## config.mk

```make
export PLATFORM = sky130hd
export DESIGN_NAME = random_sample_set_unit_flat
export DESIGN_NICKNAME = d
export VERILOG_FILES = /design/src/sv/rss_pkg.sv /design/src/sv/rss_in_if.sv /design/src/sv/rss_out_if.sv /design/src/sv/random_sample_set_unit.sv /design/src/sv/rss_mod.sv /design/src/flat_wrapper.sv
export SDC_FILE = /design/constraint.sdc
export NUM_CORES = 2
export LEC_CHECK = 0
export BUFFER_PORTS_ARGS = -buffer_cell sky130_fd_sc_hd__buf_2
export CORE_UTILIZATION = 55
export DETAILED_ROUTE_END_ITERATION = 16
export GPL_ROUTABILITY_DRIVEN = 0
export HOLD_SLACK_MARGIN = 0.1
export PLACE_DENSITY = 0.71
export SLEW_MARGIN = 20
export SYNTH_ARGS = -nofsm -noshare
export SYNTH_HDL_FRONTEND = slang
export SYNTH_SLANG_ARGS = --single-unit
```

## constraint.sdc

```tcl
create_clock -name clk -period 6.21 [get_ports clk]
set_input_delay 0.9315 -clock clk [delete_from_list [all_inputs] [get_ports clk]]
set_output_delay 0.9315 -clock clk [all_outputs]
set_load 0.005 [all_outputs]
```

## src/sv/rss_pkg.sv

```systemverilog
package rss_pkg;

  localparam int CAPACITY_DFLT = 64;

  localparam int ACT_W = 2;
  localparam int VAL_W = 32;
  localparam int RND_W = 32;
  localparam int ST_W  = 2;

  typedef logic [ACT_W-1:0] action_t;
  typedef logic [ST_W-1:0]  status_t;

  localparam action_t ACT_INSERT = 2'd0;
  localparam action_t ACT_REMOVE = 2'd1;
  localparam action_t ACT_GET    = 2'd2;

  localparam status_t ST_OK       = 2'd0;
  localparam status_t ST_NOCHANGE = 2'd1;
  localparam status_t ST_FULL     = 2'd2;
  localparam status_t ST_EMPTY    = 2'd3;

endpackage

```

## src/sv/rss_in_if.sv

```systemverilog
interface rss_in_if import rss_pkg::*; ();
  logic                    valid;
  logic                    ready;
  action_t                 action;
  logic signed [VAL_W-1:0] value;
  logic        [RND_W-1:0] random_word;

  modport source (output valid, action, value, random_word, input ready);
  modport sink   (input valid, action, value, random_word, output ready);
endinterface

```

## src/sv/rss_out_if.sv

```systemverilog
interface rss_out_if import rss_pkg::*; ();
  logic                    valid;
  logic                    ready;
  status_t                 status;
  logic signed [VAL_W-1:0] result_value;

  modport source (output valid, status, result_value, input ready);
  modport sink   (input valid, status, result_value, output ready);
endinterface

```

## src/sv/random_sample_set_unit.sv

```systemverilog
// Random sample set unit.
// Holds a set of distinct signed 32-bit values in a dense store of CAPACITY
// entries. Each request on in_req carries an action (insert, remove, get
// random), a value and a random word; each request gives exactly one
// response on out_rsp with a status and, for a successful get random, the
// chosen element (otherwise zero).
// Both channels use valid/ready; a request is taken when both are high.
// One request is worked on at a time; in_req.ready is high only when idle.
// Insert and remove search the store one entry a cycle through the single
// memory read port; a remove that finds the value then moves the last entry
// into its slot before the response is given.
// Get random runs a 32-step restoring modulo unit (one bit a cycle), then
// one memory read at the remainder.
// Get random on an empty set and unused action codes answer with no search.
// The response sits in an output register; while out_rsp is stalled the
// next request is still taken and worked on, and its result holds in the
// final step until the output register frees.
// Reset (synchronous, active low) empties the set; the store contents are
// left as they are and need no clearing pass.
module random_sample_set_unit import rss_pkg::*; #(
  parameter int CAPACITY = CAPACITY_DFLT
) (
  input  logic      clk,
  input  logic      rst_n,
  rss_in_if.sink    in_req,
  rss_out_if.source out_rsp
);

  localparam int IDXW = $clog2(CAPACITY);
  localparam int CNTW = $clog2(CAPACITY + 1);

  typedef enum logic [2:0] {
    S_IDLE, S_SEARCH, S_MOVE_RD, S_MOVE_WR, S_MOD_WAIT, S_GET_DATA, S_DONE
  } state_t;

  state_t                  state_r;
  action_t                 act_r;
  logic signed [VAL_W-1:0] val_r;
  logic        [RND_W-1:0] rnd_r;
  logic [CNTW-1:0]         cnt_r;
  logic [CNTW-1:0]         scan_r;
  logic                    chk_vld_r;
  logic [IDXW-1:0]         chk_idx_r;
  logic [IDXW-1:0]         slot_r;
  status_t                 st_r;
  logic signed [VAL_W-1:0] res_r;
  logic                    out_vld_r;
  status_t                 out_st_r;
  logic signed [VAL_W-1:0] out_res_r;
  logic                    div_start_r;

  logic signed [VAL_W-1:0] mem [CAPACITY];
  logic signed [VAL_W-1:0] rd_data_r;
  logic [IDXW-1:0]         rd_addr;
  logic [IDXW-1:0]         wr_addr;
  logic signed [VAL_W-1:0] wr_data;
  logic                    wr_en;

  logic                    div_done;
  logic [CNTW-1:0]         div_rem;
  logic [CNTW-1:0]         last_idx;
  logic                    scan_lt;
  logic                    hit;
  logic                    miss;
  logic                    full;

  assign last_idx = cnt_r - CNTW'(1);
  assign scan_lt  = (scan_r < cnt_r);
  assign hit      = chk_vld_r && (rd_data_r == val_r);
  assign miss     = !chk_vld_r && !scan_lt;
  assign full     = (cnt_r == CNTW'(CAPACITY));

  rss_mod #(
    .DIVW (CNTW)
  ) u_mod (
    .clk      (clk),
    .rst_n    (rst_n),
    .start    (div_start_r),
    .dividend (rnd_r),
    .divisor  (cnt_r),
    .done     (div_done),
    .rem      (div_rem)
  );

  always_comb begin
    case (state_r)
      S_SEARCH:   rd_addr = scan_r[IDXW-1:0];
      S_MOVE_RD:  rd_addr = last_idx[IDXW-1:0];
      S_MOD_WAIT: rd_addr = div_rem[IDXW-1:0];
      default:    rd_addr = scan_r[IDXW-1:0];
    endcase
  end

  always_comb begin
    wr_en   = 1'b0;
    wr_addr = cnt_r[IDXW-1:0];
    wr_data = val_r;
    case (state_r)
      S_SEARCH: begin
        wr_en = !hit && miss && (act_r == ACT_INSERT) && !full;
      end
      S_MOVE_WR: begin
        wr_en   = 1'b1;
        wr_addr = slot_r;
        wr_data = rd_data_r;
      end
      default: wr_en = 1'b0;
    endcase
  end

  always_ff @(posedge clk) begin
    if (wr_en) begin
      mem[wr_addr] <= wr_data;
    end
    rd_data_r <= mem[rd_addr];
  end

  always_ff @(posedge clk) begin
    if (!rst_n) begin
      state_r     <= S_IDLE;
      cnt_r       <= '0;
      out_vld_r   <= 1'b0;
      chk_vld_r   <= 1'b0;
      div_start_r <= 1'b0;
    end else begin
      div_start_r <= 1'b0;
      if (out_vld_r && out_rsp.ready && (state_r != S_DONE)) begin
        out_vld_r <= 1'b0;
      end
      case (state_r)
        S_IDLE: begin
          if (in_req.valid) begin
            act_r     <= in_req.action;
            val_r     <= in_req.value;
            rnd_r     <= in_req.random_word;
            scan_r    <= '0;
            chk_vld_r <= 1'b0;
            res_r     <= '0;
            case (in_req.action)
              ACT_INSERT, ACT_REMOVE: state_r <= S_SEARCH;
              ACT_GET: begin
                if (cnt_r == '0) begin
                  st_r    <= ST_EMPTY;
                  state_r <= S_DONE;
                end else begin
                  div_start_r <= 1'b1;
                  state_r     <= S_MOD_WAIT;
                end
              end
              default: begin
                st_r    <= ST_NOCHANGE;
                state_r <= S_DONE;
              end
            endcase
          end
        end
        S_SEARCH: begin
          chk_vld_r <= scan_lt;
          chk_idx_r <= scan_r[IDXW-1:0];
          if (scan_lt) begin
            scan_r <= scan_r + CNTW'(1);
          end
          if (hit) begin
            slot_r <= chk_idx_r;
            if (act_r == ACT_INSERT) begin
              st_r    <= ST_NOCHANGE;
              state_r <= S_DONE;
            end else begin
              st_r    <= ST_OK;
              state_r <= S_MOVE_RD;
            end
          end else if (miss) begin
            state_r <= S_DONE;
            if (act_r != ACT_INSERT) begin
              st_r <= ST_NOCHANGE;
            end else if (full) begin
              st_r <= ST_FULL;
            end else begin
              st_r  <= ST_OK;
              cnt_r <= cnt_r + CNTW'(1);
            end
          end
        end
        S_MOVE_RD: state_r <= S_MOVE_WR;
        S_MOVE_WR: begin
          cnt_r   <= last_idx;
          state_r <= S_DONE;
        end
        S_MOD_WAIT: begin
          if (div_done) begin
            state_r <= S_GET_DATA;
          end
        end
        S_GET_DATA: begin
          res_r   <= rd_data_r;
          st_r    <= ST_OK;
          state_r <= S_DONE;
        end
        S_DONE: begin
          if (!out_vld_r || out_rsp.ready) begin
            out_vld_r <= 1'b1;
            out_st_r  <= st_r;
            out_res_r <= res_r;
            state_r   <= S_IDLE;
          end
        end
        default: state_r <= S_IDLE;
      endcase
    end
  end

  assign in_req.ready         = (state_r == S_IDLE);
  assign out_rsp.valid        = out_vld_r;
  assign out_rsp.status       = out_st_r;
  assign out_rsp.result_value = out_res_r;

endmodule

```

## src/sv/rss_mod.sv

```systemverilog
module rss_mod import rss_pkg::*; #(
  parameter int DIVW = 7
) (
  input  logic             clk,
  input  logic             rst_n,
  input  logic             start,
  input  logic [RND_W-1:0] dividend,
  input  logic [DIVW-1:0]  divisor,
  output logic             done,
  output logic [DIVW-1:0]  rem
);

  localparam int SW = $clog2(RND_W);

  logic [RND_W-1:0] quo_r;
  logic [DIVW-1:0]  rem_r;
  logic [DIVW-1:0]  div_r;
  logic [SW-1:0]    step_r;
  logic             busy_r;
  logic             done_r;
  logic [DIVW:0]    trial;
  logic [DIVW:0]    diff;
  logic             fits;

  // one restoring step a cycle, quotient bits are not kept
  assign trial = {rem_r, quo_r[RND_W-1]};
  assign fits  = (trial >= {1'b0, div_r});
  assign diff  = trial - {1'b0, div_r};

  always_ff @(posedge clk) begin
    if (!rst_n) begin
      busy_r <= 1'b0;
      done_r <= 1'b0;
    end else begin
      done_r <= 1'b0;
      if (start) begin
        quo_r  <= dividend;
        rem_r  <= '0;
        div_r  <= divisor;
        step_r <= SW'(RND_W - 1);
        busy_r <= 1'b1;
      end else if (busy_r) begin
        quo_r  <= {quo_r[RND_W-2:0], 1'b0};
        rem_r  <= fits ? diff[DIVW-1:0] : trial[DIVW-1:0];
        step_r <= step_r - 1'b1;
        if (step_r == '0) begin
          busy_r <= 1'b0;
          done_r <= 1'b1;
        end
      end
    end
  end

  assign done = done_r;
  assign rem  = rem_r;

endmodule

```

## src/flat_wrapper.sv

```systemverilog
// flat-port wrapper written by rule: the top's interface ports become plain ports
module random_sample_set_unit_flat import rss_pkg::*;
#(
  parameter int CAPACITY = CAPACITY_DFLT
)
  (clk, rst_n, in_req_valid, in_req_action, in_req_value, in_req_random_word, in_req_ready, out_rsp_valid, out_rsp_status, out_rsp_result_value, out_rsp_ready);
  rss_in_if in_req_i ();
  rss_out_if out_rsp_i ();
  input  logic clk;
  input  logic rst_n;
  input wire logic [$bits(in_req_i.valid)-1:0] in_req_valid;
  input wire logic [$bits(in_req_i.action)-1:0] in_req_action;
  input wire logic [$bits(in_req_i.value)-1:0] in_req_value;
  input wire logic [$bits(in_req_i.random_word)-1:0] in_req_random_word;
  output wire logic [$bits(in_req_i.ready)-1:0] in_req_ready;
  output wire logic [$bits(out_rsp_i.valid)-1:0] out_rsp_valid;
  output wire logic [$bits(out_rsp_i.status)-1:0] out_rsp_status;
  output wire logic [$bits(out_rsp_i.result_value)-1:0] out_rsp_result_value;
  input wire logic [$bits(out_rsp_i.ready)-1:0] out_rsp_ready;
  assign in_req_i.valid = in_req_valid;
  assign in_req_i.action = in_req_action;
  assign in_req_i.value = in_req_value;
  assign in_req_i.random_word = in_req_random_word;
  assign in_req_ready = in_req_i.ready;
  assign out_rsp_valid = out_rsp_i.valid;
  assign out_rsp_status = out_rsp_i.status;
  assign out_rsp_result_value = out_rsp_i.result_value;
  assign out_rsp_i.ready = out_rsp_ready;
  random_sample_set_unit #(.CAPACITY(CAPACITY)) u_core (.clk(clk), .rst_n(rst_n), .in_req(in_req_i), .out_rsp(out_rsp_i));
endmodule
```

[After elaboration in Yosys (flattened, before gate mapping)]
Memories as Yosys holds them, arrays and structs flattened. A register that Yosys moved wholly into a read port is not among the register bits.
Cells that the tools add are included.
Word-level totals
  register bits after elaboration: 219
  RAM bits: 2048
  input bits: 70
  output and inout bits: 36
  memories: 1
Operators by class
  add/subtract/negate cells: 5
  magnitude comparators: 2
  eq/ne operators: 22
  muxes and demuxes: 49
  bitwise gates (word level): 2
  reductions and logical operators: 40
Memory list
  u_core.mem: depth 64, width 32, read ports 1, clocked after memory_dff 1, write ports 1, line random_sample_set_unit.sv:52  | logic signed [VAL_W-1:0] mem [CAPACITY];
Operators with widths (number)
  two-way mux 32 bit: 4
  one-hot mux 32 bit (2 select lines): 1
  two-way mux 7 bit: 8
  equality test 32 bit: 1
  one-hot mux 7 bit (2 select lines): 2
  two-way mux 3 bit: 6
  one-hot mux 3 bit (6 select lines): 1
  adder 7 x 1 -> 7 bit (second input constant): 2
  two-way mux 2 bit: 7
  two-way mux 1 bit: 12
  != test 2 bit (second input constant): 6
  one-hot mux 6 bit (2 select lines): 1
  AND reduction 3 bit: 4
  AND reduction 4 bit: 3
  nonzero test 2 bit: 5
  equality test 3 bit (second input constant): 3
  greater-or-equal comparator 8 x 7 -> 1 bit: 1
  AND reduction 2 bit: 4
  equality test 7 bit (second input constant): 1
  logical AND 1 bit: 7
  zero test 7 bit: 1
  < comparator 7 bit: 1
  subtractor 7 x 1 -> 7 bit (second input constant): 1
  subtractor 7 bit: 1
  26 further kinds: 37

[Logic depth before layout (Yosys ltp)]
  depth after elaboration: 9
  gate-level depth with buffers: 14
  gate-level depth less buffers: 11

[Modules after synthesis]
From an unflattened synthesis, not the netlist that was laid out.
Second synthesis, totals
  cell total of the unflattened synthesis: 6110
  area total of the unflattened synthesis: 89623.5 um^2
Modules (own cells, without submodules)
  random_sample_set_unit: instances 1, cells each 5930, area each 87011.0 um^2, seq. area each 66994.3 um^2
  rss_mod: instances 1, cells each 180, area each 2612.5 um^2, seq. area each 1571.5 um^2

[Least setup slack after synthesis]
Ideal clock, no wire load.
  path kind: input-to-reg
  start point: input port rst_n
  end point: register u_core.act_r[0] (enable)
  setup time: 0.491 ns
  arrival time: 4.112 ns
  path slack: 1.607 ns
  stages on the path: 3
  buffers on the path: 1
  cell sequence: clkinv_1 > clkbuf_1 > nor2_1
Between the ends
  cells in the longest elaborated chain, start to end: 1
RTL lines
  start, declared: line flat_wrapper.sv:10  | input logic rst_n;
  AND reduction 3 bit (no source line)
  end signal, assigned: line random_sample_set_unit.sv:133  | act_r <= in_req.action;
  end, declared: line random_sample_set_unit.sv:37  | action_t act_r;
No other way between the ends.
A chain may end at the register's enable or synchronous reset.

[Worst setup path after layout]
  start point: register u_core.state_r[1]
  end point: register u_core.rd_data_r[5] (read register of u_core.mem)
Between the ends
  cells in the longest elaborated chain, start to end: 2
  elaborated cells between the ends (all ways): 3
  those cells by class: 2 x eq/ne; 1 x mux
RTL lines
  start, declared: line random_sample_set_unit.sv:36  | state_t state_r;
  start signal, assigned: line random_sample_set_unit.sv:120  | state_r <= S_IDLE;
  start signal, assigned: line random_sample_set_unit.sv:140  | ACT_INSERT, ACT_REMOVE: state_r <= S_SEARCH;
  start signal, assigned: line random_sample_set_unit.sv:144  | state_r <= S_DONE;
  equality test 3 bit or equality test 3 x 2 -> 1 bit (tied branches): line random_sample_set_unit.sv:86  | case (state_r)
  one-hot mux 6 bit (2 select lines) *: line random_sample_set_unit.sv:86
  end, declared: line random_sample_set_unit.sv:53  | logic signed [VAL_W-1:0] rd_data_r;
Mark *: on every way between the ends. The rest lies on a longest branch, timed or not.

==> flow_summary.ini <==
[run_status]
status = finished clean

[clock_network]
clockBufferDepth = 3
cts_made_buffers = 217
clock_sinks = 2299
htreeDepth = 4
cts_tree = built
cts_hold_buf = 0
post-cts-setup-buffers = 0
cts_resized = 0
cts-root-buf = clkbuf_16
clock_latency_ns = 0.89
clkTransAtPathRegs_ns = 0.06

[route]
wl_per_cell_um = 29.50
firstDrtPassIters = 6
routed_wirelength_mm = 255.1
ant_nets = 0
vias = 55620
routed_via_density = 6.431
drc = 0
drt_iter0_markers = 9379

[global_routing]
globalRouteOverflowTotal = 0
grt_pass1_wl_mm = 364.8
grtUsageTotal_pct = 30.93
grt_max_degree = 118
grt_antenna_before_repair = 11
grt_pass1_vias = 52770

[final_layout]
syn_to_final_growth_pct = 12.81
layout_common_cells = 2252 x edfxtp_1, 1497 x nand2_1, 382 x nand3_1, 287 x mux2i_1, 218 x clkbuf_16
final_common_cell = edfxtp_1
final_nets = 6396
drive_gt1_share_pct = 12.53

[timing]
rsz0062_at_grt = no
min_period_over_period_pct = 79.90
fmax_mhz = 201.6
skew_ns = 0.05266
tns_ns = 0
final.hold.worst_slack_ns = 0.2307
finalSetupViolations = 0
maxSlewHeadroom_pct = 18.59
hold_violations = 0
tightest_slew_ns = 1.218
slew_violations = 0
fin_crit_ns = 4.962

[synth]
synth_cell_types = 72
synth_edf_count = 2252
yosysWarnings = 0
syn_inst = 6122
syn-cell-area_um2 = 89520
async_reset_ff_share_pct = 0
synth_area_per_cell_um2 = 14.62
synth_ff_type = edfxtp_1
syn_nets = 6211
yosysSeqAreaShare_pct = 76.60
synth_seq_cells = 2299

[placement]
port_buffers = 105
dp_hpwl_mm = 145.5

[floorplanning]
start_util_pct = 55.56
core_region_area_um2 = 161100
die_h_um = 405.4
row_count = 147
ioPinCount = 106
design.die.area_um2 = 164400
die_width_um = 405.4

[setup_path]
endpoint_kind = flip-flop
required_ns = 6.99
critical_path_class = reg -> reg
cp_max_fo = 57
critPathArrivalTime_ns = 5.74
cp-start-kind = flip-flop

[hold_path]
min_path_type = in -> reg

[power]
cellLeakagePower_nw = 34.07
power_density_nw_per_um2 = 402.8
ir_worst_vdd_v = 0.0003381

[job]
max_cap_viol_count = 0
## path summary, 6_finish.rpt
kind	startpoint	to	slack (ns)	cells after the start
worst max-delay path	u_core.state_r[1]	u_core.rd_data_r[5]	1.25	10
worst min register to register	u_core.res_r[13]	u_core.out_rsp.result_value[13]	0.41	0
worst min-delay path	in_req_value[1]	u_core.val_r[1]	0.23	1
worst max register to register	u_core.state_r[1]	u_core.rd_data_r[5]	1.25	10
## per-layer routing
layer	share of wire (%)	up-vias	GRT usage (%)
met5	0.012	-	0
met1	36	27500	42.29
met2	45	3906	46.28
li1	-	23540	-
met4	5.6	4	16.13
met3	13	674	7.531
## where the power goes
part / switching, mW / internal, mW / leakage [nW] / total (mW)
clock network: 5.81 / 7.55 / 3.48 / 13.4
registers: 0.375 / 17.5 / 20.7 / 17.9
logic: 6.73 / 2.67 / 9.92 / 9.40
## critical path, cell delays in order (launching register included)
cell     delay, ns
dfxtp_1       0.78
nor3b_1       0.18
o21ai_4       0.57
and2_4        0.99
buf_12        0.31
buf_4         0.29
nand2_1       0.10
a32oi_1       0.34
a31oi_1       0.19
or4_1         0.69
nor4_1        0.33
## flip-flops by register name, summed over array words and instances (netlist names), 2 cells and up
register                     cells
u_core.out_rsp.result_value     32
u_core.out_rsp.status            2
u_core.chk_idx_r                 6
u_core.rd_data_r                32
u_core.u_mod.quo_r              32
u_core.st_r                      2
u_core.u_mod.rem                 7
u_core.slot_r                    6
u_core.mem                    2048
u_core.val_r                    32
u_core.u_mod.div_r               7
u_core.u_mod.step_r              5
u_core.state_r                   3
u_core.cnt_r                     7
u_core.act_r                     2
u_core.res_r                    32
u_core.rnd_r                    32
u_core.scan_r                    7
## final cells by class
cell class                 count  area [um2]
tap                         2160        2703
timing repair buffer         330        2690
fill                       11340       60140
clock buffer                 252        5593
clock inverter               148        1578
multi-input combinational   3435       19750
inverter                      24       90.09
antenna                        2       5.005
sequential                  2299       68570
## through the flow
stage | cell area [um2] | worst slack (ns) | cells | utilization [%] | power [mW]
after global placement | 93800 | 1.487 | 8248 | 58.21 | 27.21
after floorplan | 89520 | 1.607 | 6122 | - | 23.77
after CTS | 101000 | 1.328 | 8648 | 62.67 | 40.46
after detailed placement | 93800 | 1.436 | 8248 | 58.22 | 27.32
after global routing | 101000 | 1.038 | 8648 | 62.67 | 41.73
final | 101000 | 1.248 | 8650 | 62.67 | 40.68
## cells in the mapped netlist (4+ instances only)
cell type	n	share of area [%]
a32o_1	24	0.27
dfxtp_1	47	1.1
buf_2	127	0.71
buf_1	44	0.18
nand3_1	384	2.1
nor4_1	39	0.27
o22ai_1	37	0.26
buf_4	44	0.37
a221oi_1	29	0.28
o211ai_1	5	0.042
o31ai_1	7	0.059
a21oi_1	124	0.69
nor2b_1	7	0.049
a21o_1	4	0.034
and4_1	8	0.078
mux2_2	31	0.39
nand2_1	1534	6.4
nand4_1	25	0.17
buf_6	12	0.15
a2111oi_0	11	0.11
nor3_1	33	0.18
clkinv_1	4	0.017
mux2i_1	287	3.2
xor2_1	37	0.36
o21ai_0	14	0.078
nor2_1	143	0.60
or2_2	4	0.028
edfxtp_1	2252	76
inv_1	20	0.084
and3_1	95	0.66
a31oi_1	161	1.1
xnor2_1	13	0.13
o21a_1	4	0.034
a32oi_1	168	1.6
nand2b_1	15	0.10
ha_1	18	0.25
a311oi_1	34	0.33
a211oi_1	48	0.40
a221o_1	7	0.078
clkbuf_1	136	0.57
or4_1	26	0.22
and2_1	11	0.077
## cells by family (layout without fill, tap and decap cells)
group                    count (synthesis)  count (layout)  synth area share (%)
flip-flops                            2299            2299                 76.60
AND/OR/NAND/NOR                       2343            2343                 11.21
XOR/XNOR                                50              50                0.4892
adder cells (fa/ha/maj)                 19              19                0.2740
AO/OA/AOI/OAI                          705             705                 5.731
other                                    0               2                     0
multiplexers                           318             318                 3.599
buffers and inverters                  388             754                 2.102
(Power assumes the default switching activity.)
